[config.mk]
export PLATFORM = sky130hd
export DESIGN_NAME = json_string_unescape_utf8_core
export DESIGN_NICKNAME = d
export VERILOG_FILES = /design/src/design/jsu_pkg.sv /design/src/design/json_string_unescape_utf8_core.sv
export SDC_FILE = /design/constraint.sdc
export NUM_CORES = 1
export LEC_CHECK = 0
export ABC_AREA = 1
export BUFFER_PORTS_ARGS = -buffer_cell sky130_fd_sc_hd__buf_2
export CELL_PAD_IN_SITES_DETAIL_PLACEMENT = 1
export CELL_PAD_IN_SITES_GLOBAL_PLACEMENT = 2
export CORE_MARGIN = 8
export CORE_UTILIZATION = 35
export CTS_CLUSTER_DIAMETER = 40
export DETAILED_ROUTE_END_ITERATION = 10
export GPL_ROUTABILITY_DRIVEN = 0
export PLACE_DENSITY_LB_ADDON = 0.1
export SLEW_MARGIN = 20
export SYNTH_ARGS = -nofsm -noshare
export SYNTH_HDL_FRONTEND = slang
export SYNTH_SLANG_ARGS = --single-unit
[constraint.sdc]
create_clock -name clock -period 3.24 [get_ports clock]
set_input_delay 0.648 -clock clock [delete_from_list [all_inputs] [get_ports clock]]
set_output_delay 0.648 -clock clock [all_outputs]
set_load 0.05 [all_outputs]
[src/design/jsu_pkg.sv]
package jsu_pkg;

   typedef enum logic [3:0] {
      PH_IDLE    = 4'd0,
      PH_BODY    = 4'd1,
      PH_ESC     = 4'd2,
      PH_HEX_HI  = 4'd3,
      PH_WANT_BS = 4'd4,
      PH_WANT_U  = 4'd5,
      PH_HEX_LO  = 4'd6,
      PH_DONE    = 4'd7,
      PH_ERROR   = 4'd8
   } phase_type;

   typedef enum logic [1:0] {
      KIND_DATA  = 2'd0,
      KIND_CLOSE = 2'd1,
      KIND_ERROR = 2'd2
   } kind_type;

   // code 0 doubles as the idle value on data and close items
   typedef logic [3:0] err_type;

   localparam err_type ERR_NONE          = 4'd0;
   localparam err_type ERR_NO_OPEN_QUOTE = 4'd0;
   localparam err_type ERR_UNTERM_STRING = 4'd1;
   localparam err_type ERR_UNTERM_ESCAPE = 4'd2;
   localparam err_type ERR_BAD_ESCAPE    = 4'd3;
   localparam err_type ERR_RAW_CONTROL   = 4'd4;
   localparam err_type ERR_SHORT_UNICODE = 4'd5;
   localparam err_type ERR_BAD_HEX       = 4'd6;
   localparam err_type ERR_LONE_LOW      = 4'd7;
   localparam err_type ERR_NO_LOW_ESCAPE = 4'd8;
   localparam err_type ERR_SHORT_LOW     = 4'd9;
   localparam err_type ERR_BAD_LOW       = 4'd10;

   localparam int unsigned MaxResults = 4;

   localparam logic [7:0] ChQuote     = 8'h22;
   localparam logic [7:0] ChBackslash = 8'h5C;
   localparam logic [7:0] ChSlash     = 8'h2F;
   localparam logic [7:0] ChLowerB    = 8'h62;
   localparam logic [7:0] ChLowerF    = 8'h66;
   localparam logic [7:0] ChLowerN    = 8'h6E;
   localparam logic [7:0] ChLowerR    = 8'h72;
   localparam logic [7:0] ChLowerT    = 8'h74;
   localparam logic [7:0] ChLowerU    = 8'h75;
   localparam logic [7:0] ChSpace     = 8'h20;

   localparam logic [15:0] SurrFirst    = 16'hD800;
   localparam logic [15:0] SurrHighLast = 16'hDBFF;
   localparam logic [15:0] SurrLowFirst = 16'hDC00;
   localparam logic [15:0] SurrLast     = 16'hDFFF;
   localparam logic [20:0] SuppBase     = 21'h10000;

   typedef struct packed {
      kind_type   kind;
      logic [7:0] data;
      err_type    code;
   } result_type;

   typedef struct packed {
      logic       ok;
      logic [3:0] val;
   } hex_type;

   typedef struct packed {
      logic [2:0]      n;
      logic [3:0][7:0] bytes;
   } utf8_type;

   function automatic result_type mk_result(kind_type kind, logic [7:0] data,
                                            err_type code);
      result_type r;
      r.kind = kind;
      r.data = data;
      r.code = code;
      return r;
   endfunction

   function automatic hex_type hex_value(logic [7:0] b);
      hex_type h;
      h.ok  = 1'b1;
      h.val = 4'd0;
      if (b >= 8'h30 && b <= 8'h39) begin
         h.val = 4'(b - 8'h30);
      end else if (b >= 8'h61 && b <= 8'h66) begin
         h.val = 4'(b - 8'h61 + 8'd10);
      end else if (b >= 8'h41 && b <= 8'h46) begin
         h.val = 4'(b - 8'h41 + 8'd10);
      end else begin
         h.ok = 1'b0;
      end
      return h;
   endfunction

   function automatic utf8_type utf8_encode(logic [20:0] cp);
      utf8_type u;
      u.n     = 3'd0;
      u.bytes = '0;
      if (cp <= 21'h7F) begin
         u.n        = 3'd1;
         u.bytes[0] = cp[7:0];
      end else if (cp <= 21'h7FF) begin
         u.n        = 3'd2;
         u.bytes[0] = {3'b110, cp[10:6]};
         u.bytes[1] = {2'b10, cp[5:0]};
      end else if (cp <= 21'hFFFF) begin
         u.n        = 3'd3;
         u.bytes[0] = {4'b1110, cp[15:12]};
         u.bytes[1] = {2'b10, cp[11:6]};
         u.bytes[2] = {2'b10, cp[5:0]};
      end else begin
         u.n        = 3'd4;
         u.bytes[0] = {5'b11110, cp[20:18]};
         u.bytes[1] = {2'b10, cp[17:12]};
         u.bytes[2] = {2'b10, cp[11:6]};
         u.bytes[3] = {2'b10, cp[5:0]};
      end
      return u;
   endfunction

endpackage

[src/design/json_string_unescape_utf8_core.sv]
// JSON string literal unescaper: feed the raw bytes of one literal, opening quote
// first, one item per cycle. Decoded UTF-8 bytes come out one per cycle while
// rsp_stall is low, followed by a close marker at the closing quote; any error
// gives a single error item and the block then drops everything until an item
// with restart set. An input item is decoded in the cycle it is accepted and its
// results (up to four, for a surrogate pair) land in a small result buffer; the
// next item is taken as soon as that buffer holds at most one result that leaves
// in the same cycle. So the block takes one input byte per cycle while rsp_stall
// is low and each item yields at most one result; longer runs stall the input.
module json_string_unescape_utf8_core
   import jsu_pkg::*;
(
   input  logic       clock,
   input  logic       reset,
   input  logic       req_valid,
   output logic       req_stall,
   input  logic [7:0] req_in_byte,
   input  logic       req_restart,
   input  logic       req_input_ends,
   output logic       rsp_valid,
   input  logic       rsp_stall,
   output logic [1:0] rsp_kind,
   output logic [7:0] rsp_data_byte,
   output logic [3:0] rsp_error_code,
   output logic       rsp_last_of_run
);

   phase_type  phase_ff, phase_in;
   logic [15:0] acc_ff, acc_in;
   logic [1:0]  cnt_ff, cnt_in;
   logic [9:0]  hs_ff, hs_in;

   result_type  buf_ff [MaxResults];
   logic [2:0]  num_ff;

   result_type  res [MaxResults];
   logic [2:0]  nres;

   logic        req_accept;
   logic        rsp_accept;
   hex_type     hv;
   logic [15:0] acc_next;
   logic [20:0] cp_pair;
   utf8_type    enc;

   assign rsp_valid  = (num_ff != 3'd0);
   assign rsp_accept = rsp_valid && !rsp_stall;
   assign req_stall  = !((num_ff == 3'd0) || ((num_ff == 3'd1) && rsp_accept));
   assign req_accept = req_valid && !req_stall;

   assign hv       = hex_value(req_in_byte);
   assign acc_next = {acc_ff[11:0], hv.val};
   assign cp_pair  = {1'b0, hs_ff, acc_next[9:0]} + SuppBase;

   always_comb begin
      phase_in = phase_ff;
      acc_in   = acc_ff;
      cnt_in   = cnt_ff;
      hs_in    = hs_ff;
      nres     = 3'd0;
      enc      = utf8_encode({5'd0, acc_next});
      for (int i = 0; i < MaxResults; i++) begin
         res[i] = mk_result(KIND_DATA, 8'd0, ERR_NONE);
      end

      if (req_restart) begin
         phase_in = PH_IDLE;
         acc_in   = '0;
         cnt_in   = '0;
         hs_in    = '0;
      end else begin
         unique case (phase_ff)
            PH_IDLE: begin
               if (req_input_ends || req_in_byte != ChQuote) begin
                  phase_in = PH_ERROR;
                  nres     = 3'd1;
                  res[0]   = mk_result(KIND_ERROR, 8'd0, ERR_NO_OPEN_QUOTE);
               end else begin
                  phase_in = PH_BODY;
               end
            end
            PH_BODY: begin
               priority if (req_input_ends) begin
                  phase_in = PH_ERROR;
                  nres     = 3'd1;
                  res[0]   = mk_result(KIND_ERROR, 8'd0, ERR_UNTERM_STRING);
               end else if (req_in_byte == ChQuote) begin
                  phase_in = PH_DONE;
                  nres     = 3'd1;
                  res[0]   = mk_result(KIND_CLOSE, 8'd0, ERR_NONE);
               end else if (req_in_byte == ChBackslash) begin
                  phase_in = PH_ESC;
               end else if (req_in_byte < ChSpace) begin
                  phase_in = PH_ERROR;
                  nres     = 3'd1;
                  res[0]   = mk_result(KIND_ERROR, 8'd0, ERR_RAW_CONTROL);
               end else begin
                  nres   = 3'd1;
                  res[0] = mk_result(KIND_DATA, req_in_byte, ERR_NONE);
               end
            end
            PH_ESC: begin
               phase_in = PH_BODY;
               nres     = 3'd1;
               if (req_input_ends) begin
                  phase_in = PH_ERROR;
                  res[0]   = mk_result(KIND_ERROR, 8'd0, ERR_UNTERM_ESCAPE);
               end else begin
                  unique case (req_in_byte)
                     ChQuote, ChBackslash, ChSlash:
                        res[0] = mk_result(KIND_DATA, req_in_byte, ERR_NONE);
                     ChLowerB: res[0] = mk_result(KIND_DATA, 8'h08, ERR_NONE);
                     ChLowerF: res[0] = mk_result(KIND_DATA, 8'h0C, ERR_NONE);
                     ChLowerN: res[0] = mk_result(KIND_DATA, 8'h0A, ERR_NONE);
                     ChLowerR: res[0] = mk_result(KIND_DATA, 8'h0D, ERR_NONE);
                     ChLowerT: res[0] = mk_result(KIND_DATA, 8'h09, ERR_NONE);
                     ChLowerU: begin
                        nres     = 3'd0;
                        acc_in   = '0;
                        cnt_in   = '0;
                        phase_in = PH_HEX_HI;
                     end
                     default: begin
                        phase_in = PH_ERROR;
                        res[0]   = mk_result(KIND_ERROR, 8'd0, ERR_BAD_ESCAPE);
                     end
                  endcase
               end
            end
            PH_HEX_HI, PH_HEX_LO: begin
               priority if (req_input_ends) begin
                  phase_in = PH_ERROR;
                  nres     = 3'd1;
                  res[0]   = mk_result(KIND_ERROR, 8'd0,
                                       (phase_ff == PH_HEX_HI) ? ERR_SHORT_UNICODE
                                                               : ERR_SHORT_LOW);
               end else if (!hv.ok) begin
                  phase_in = PH_ERROR;
                  nres     = 3'd1;
                  res[0]   = mk_result(KIND_ERROR, 8'd0, ERR_BAD_HEX);
               end else if (cnt_ff != 2'd3) begin
                  acc_in = acc_next;
                  cnt_in = cnt_ff + 2'd1;
               end else begin
                  acc_in = acc_next;
                  cnt_in = '0;
                  if (phase_ff == PH_HEX_HI) begin
                     priority if (acc_next < SurrFirst || acc_next > SurrLast) begin
                        phase_in = PH_BODY;
                     end else if (acc_next > SurrHighLast) begin
                        phase_in = PH_ERROR;
                        nres     = 3'd1;
                        res[0]   = mk_result(KIND_ERROR, 8'd0, ERR_LONE_LOW);
                     end else begin
                        hs_in    = acc_next[9:0];
                        phase_in = PH_WANT_BS;
                     end
                  end else begin
                     if (acc_next < SurrLowFirst || acc_next > SurrLast) begin
                        phase_in = PH_ERROR;
                        nres     = 3'd1;
                        res[0]   = mk_result(KIND_ERROR, 8'd0, ERR_BAD_LOW);
                     end else begin
                        enc      = utf8_encode(cp_pair);
                        phase_in = PH_BODY;
                     end
                  end
                  // emit the encoded code point when the phase went back to body
                  if (phase_in == PH_BODY) begin
                     nres = enc.n;
                     for (int i = 0; i < MaxResults; i++) begin
                        res[i] = mk_result(KIND_DATA, enc.bytes[i], ERR_NONE);
                     end
                  end
               end
            end
            PH_WANT_BS: begin
               if (req_input_ends || req_in_byte != ChBackslash) begin
                  phase_in = PH_ERROR;
                  nres     = 3'd1;
                  res[0]   = mk_result(KIND_ERROR, 8'd0, ERR_NO_LOW_ESCAPE);
               end else begin
                  phase_in = PH_WANT_U;
               end
            end
            PH_WANT_U: begin
               if (req_input_ends || req_in_byte != ChLowerU) begin
                  phase_in = PH_ERROR;
                  nres     = 3'd1;
                  res[0]   = mk_result(KIND_ERROR, 8'd0, ERR_NO_LOW_ESCAPE);
               end else begin
                  acc_in   = '0;
                  cnt_in   = '0;
                  phase_in = PH_HEX_LO;
               end
            end
            default: begin
               // closed or failed: drop everything until restart
            end
         endcase
      end
   end

   always_ff @(posedge clock) begin
      if (reset) begin
         phase_ff <= PH_IDLE;
         acc_ff   <= '0;
         cnt_ff   <= '0;
         hs_ff    <= '0;
      end else if (req_accept) begin
         phase_ff <= phase_in;
         acc_ff   <= acc_in;
         cnt_ff   <= cnt_in;
         hs_ff    <= hs_in;
      end
   end

   always_ff @(posedge clock) begin
      if (reset) begin
         num_ff <= '0;
      end else if (req_accept) begin
         num_ff <= nres;
      end else if (rsp_accept) begin
         num_ff <= num_ff - 3'd1;
      end
   end

   always_ff @(posedge clock) begin
      if (req_accept) begin
         for (int i = 0; i < MaxResults; i++) begin
            buf_ff[i] <= res[i];
         end
      end else if (rsp_accept) begin
         // advance to the next result of this run
         for (int i = 0; i < MaxResults - 1; i++) begin
            buf_ff[i] <= buf_ff[i + 1];
         end
      end
   end

   assign rsp_kind        = buf_ff[0].kind;
   assign rsp_data_byte   = buf_ff[0].data;
   assign rsp_error_code  = buf_ff[0].code;
   assign rsp_last_of_run = (num_ff == 3'd1);

   a_num_range : assert property (@(posedge clock) disable iff (reset)
      num_ff <= 3'd4)
      else $error("result buffer count out of range");

   a_single_marker : assert property (@(posedge clock) disable iff (reset)
      (rsp_valid && rsp_kind != KIND_DATA) |-> rsp_last_of_run)
      else $error("close or error item is not alone in its run");

   a_code_zero : assert property (@(posedge clock) disable iff (reset)
      (rsp_valid && rsp_kind != KIND_ERROR) |-> (rsp_error_code == 4'd0))
      else $error("nonzero error code on a non-error item");

   a_error_sticky : assert property (@(posedge clock) disable iff (reset)
      (phase_ff == PH_ERROR && !(req_accept && req_restart)) |=> (phase_ff == PH_ERROR))
      else $error("left the error phase without restart");

endmodule
==> flow_summary_export.csv <==
group,metric,value,unit
run_status,status,"completed",
sta,hold_viol_final,0,
yosys,synth_edf_count,35,
floorplanning,num_rows,44,
placed_design,dpl.hpwl,15300,um
global_route,grt_pass1_wl,30100,um
yosys,synth_cells,746,
clocking,cts_buffers,9,
clocking,clkSlewWorstSetupHoldPaths,0.06,ns
floorplanning,io_pins,31,
clocking,cts_tree,"built",
yosys,postSynthAreaPerCell,6.83,um^2
cells_and_area,n_fill_cell,1869,
worst_setup_path,rr_startpoint,"acc_ff[7]$_SDFFE_PP0P_",
pwr,p_total,0.00368,W
routing,route.top_layer_used,"met4",
yosys,postSynth.asyncResetShare,0,%
yosys,synthFlopType,"edfxtp_1",
clocking,cts_hold_buffers,0,
routing,post_drt_wl_per_cell,19.1,um
routing,wl_met1,9170,um
pwr,p_sw,0.00149,W
yosys,ys_ff_latch,66,
global_route,grt.overflow.total,0,
pwr,p_int,0.00219,W
worst_setup_path,cpPeakStageDelay,0.26,ns
yosys,syn_nets,770,
global_route,grt_pass1_vias,5416,
routing,routed_wl,19100,um
placed_design,portBuffers,30,
yosys,yosys_warnings,0,
yosys,synth_area_leaders,"edfxtp_1, nand2_1, dfxtp_1",
cells_and_area,syn2layout_area_growth,18.4,%
routing,route.met3.wl,891,um
placed_design,dp_slack,-0.185,ns
sta,timing.hold.ws,0.484,ns
floorplanning,die_h,137,um
yosys,synth_cell_types,54,
yosys,syn_area,5100,um^2
pwr,clkPwrFrac,30.0,%
worst_setup_path,worstSetupPathType,"in -> reg",
routing,drt-pass1-iter-count,5,
clocking,cts_buffer_depth,2,
routing,drc,0,
routing,viasPerCell,5.39,
global_route,grtUsageTotal,21.0,%
pwr,combPwrFrac,35.4,%
placed_design,dp_cells,981,
worst_setup_path,cp_top_family,"simple AND/OR/NAND/NOR gates",
routing,ant_nets,0,
yosys,yosys.area.top_type,"edfxtp_1",
hold_path,hold_class,"reg -> reg",
worst_setup_path,slowest_stage,"o21ai_1",
clocking,insertion_delay,0.35,ns
cells_and_area,diodes,0,
cells_and_area,layout.cells.non_filler,997,
worst_setup_path,worstPathCellList,"buf_2, inv_1, ha_1, inv_1, nand2_1, nand2_1, nand2_2, nand2_4, nand2_4, nand3_4, inv_2, nand2_1, nor2_1, nand2_1, nand2_1, nand2_2, nor2_2, nand3_1, nand3_1, a21oi_1, o21ai_1, nand2_1",
worst_setup_path,critPathLaunch,"req_in_byte[1]",
yosys,seq_area_frac_synth,32.8,%
pwr,sequentialPowerShare,34.7,%
clocking,cts.htree.levels,3,
cells_and_area,nets,832,
worst_setup_path,start_kind,"primary input",
sta,fin_skew,0.00856,ns
worst_setup_path,crit_fanout,6,
run,maxCapViolations,0,
sta,fmax,0.337,GHz
sta,post-route-period-util,91.6,%
floorplanning,dieArea,18700,um^2
cells_and_area,multi_input_area,2840,um^2
worst_setup_path,cp_num_buf_inv,4,
cells_and_area,layout_commonest_cell,"nand2_1",
clocking,postCtsResizedCells,0,
clocking,cts-root-buf,"clkbuf_16",
routing,drt_iter0_drc,299,
hold_path,min-delay-start,"cnt_ff[0]$_SDFFE_PP0P_",
global_route,antenna_found_initial,0,
routing,met2_length,8520,um
clocking,postCtsSetupRepairBufs,0,
floorplanning,initial_core_util,35.5,%
floorplanning,die_w,137,um
placed_design,place_area,5710,um^2
pwr,p_per_area,610,nW/um^2
sta,worstMarginPinSlew,0.674,ns
sta,rsz0062_at_grt,"no",
routing,num_vias,5378,
sta,setup_viol,0,
worst_setup_path,crit_arrival,3.06,ns
cells_and_area,regArea,1670,um^2
global_route,grt_max_degree,26,
sta,final_max_slew_viol_count,0,
yosys,yosysTopAreaCellShare,20.6,%
worst_setup_path,endpoint_kind,"register",
worst_setup_path,cpMostUsedCell,"nand2_1",
cells_and_area,fin_area,6030,um^2
worst_setup_path,required,3.33,ns
clocking,clock_sinks,66,
floorplanning,core,14400,um^2
cells_and_area,final_cell_mix,"nand2_1, nor2_1, inv_1",
cells_and_area,drive_above_1_share,17.8,%
pwr,ir_drop,0.249,mV
pwr,leakagePower,2.61,nW
sta,final.min_clock_period,2.97,ns
pwr,p_sw_share,40.4,%
sta,fin_ws,0.272,ns
sta,slew_headroom,55.0,%
## metal layers
layer  GRT usage (%)  up-vias
met1            28.5     2587
met3            3.49       30
met2            32.8      127
li1                -     2634
met5               0        -
met4            7.44        0
## final cells by class
type	instances	area share, %
Multi-Input combinational cell	544	47.0
Clock inverter	7	1.70
Inverter	102	6.53
Timing Repair Buffer	85	9.54
Clock buffer	9	3.73
Sequential cell	66	27.7
Tap cell	184	3.82
## final timing paths
check,end,slack (ns),depth (start not counted)
min reg2reg,cnt_ff[0]$_SDFFE_PP0P_,0.48,1
min,cnt_ff[0]$_SDFFE_PP0P_,0.48,1
max,buf_ff[0][8]$_DFFE_PP_,0.27,22
max reg2reg,buf_ff[0][5]$_DFFE_PP_,0.40,16
## state kept, by name (all words and copies together) (netlist names)
| signal | count |
|---|---|
| phase_ff | 4 |
| hs_ff | 10 |
| num_ff | 3 |
| acc_ff | 12 |
| buf_ff | 35 |
| cnt_ff | 2 |
## worst reg2reg max path, cell delays in order (launching register included)
cell and delay (ns):
dfxtp_1 0.46, inv_2 0.07, nor4_2 0.41, inv_2 0.07, nor2_1 0.09, inv_1 0.07
nand2_1 0.11, nand2_1 0.09, nor2_1 0.18, nand2_1 0.13, nor2_2 0.23, o221ai_1 0.18
nor2_1 0.15, nand3_1 0.09, o21bai_1 0.22, nand2_1 0.09, nand2_1 0.06
## per-stage QoR
| stage | TNS (ns) | util (%) |
|---|---|---|
| after floorplan | 0 | - |
| after global placement | -0.0939 | 39.7 |
| after detailed placement | -0.291 | 39.7 |
| after CTS | 0 | 42.0 |
| after global routing | 0 | 42.0 |
| final | 0 | 42.0 |
## synthesized netlist by cell type, types with 2 or more instances
cell / count
o31ai_1: 4
nand2_2: 9
a32oi_1: 2
nor2_2: 3
inv_1: 85
clkbuf_1: 15
nor4_1: 5
nand4_1: 11
nand3b_1: 2
a21oi_1: 51
nor3_1: 16
o21ai_1: 6
inv_2: 7
clkinv_1: 5
nand2_1: 167
a22oi_1: 4
nand3_1: 58
nor2_4: 4
o211ai_1: 4
ha_1: 10
a21o_1: 2
o21ai_0: 37
nor2_1: 87
inv_4: 4
a211oi_1: 10
o221ai_1: 11
nand4_2: 2
a31oi_1: 4
edfxtp_1: 35
o22ai_1: 7
buf_4: 16
nand2_4: 6
xor2_1: 6
dfxtp_1: 31
## cell families after synthesis
kind of cell | share of synthesized area, %
DFF | 32.8
AOI/OAI and AO/OA | 17.7
xor gates and xnor gates | 1.03
buffers and inverters | 11.6
and+or+nand+nor | 34.4
adders and majority gates | 2.45
## power by group through the flow
stage / clock (W) / sequential (W) / combinational, W
2_1_floorplan: 0 / 0.00127 / 0.00103
3_3_place_gp: 0 / 0.00129 / 0.00130
3_5_place_dp: 0 / 0.00130 / 0.00131
4_1_cts: 0.00112 / 0.00128 / 0.00132
5_1_grt: 0.00115 / 0.00130 / 0.00142
6_report: 0.00110 / 0.00128 / 0.00130
No activity file was read; power rests on OpenSTA's default activity.
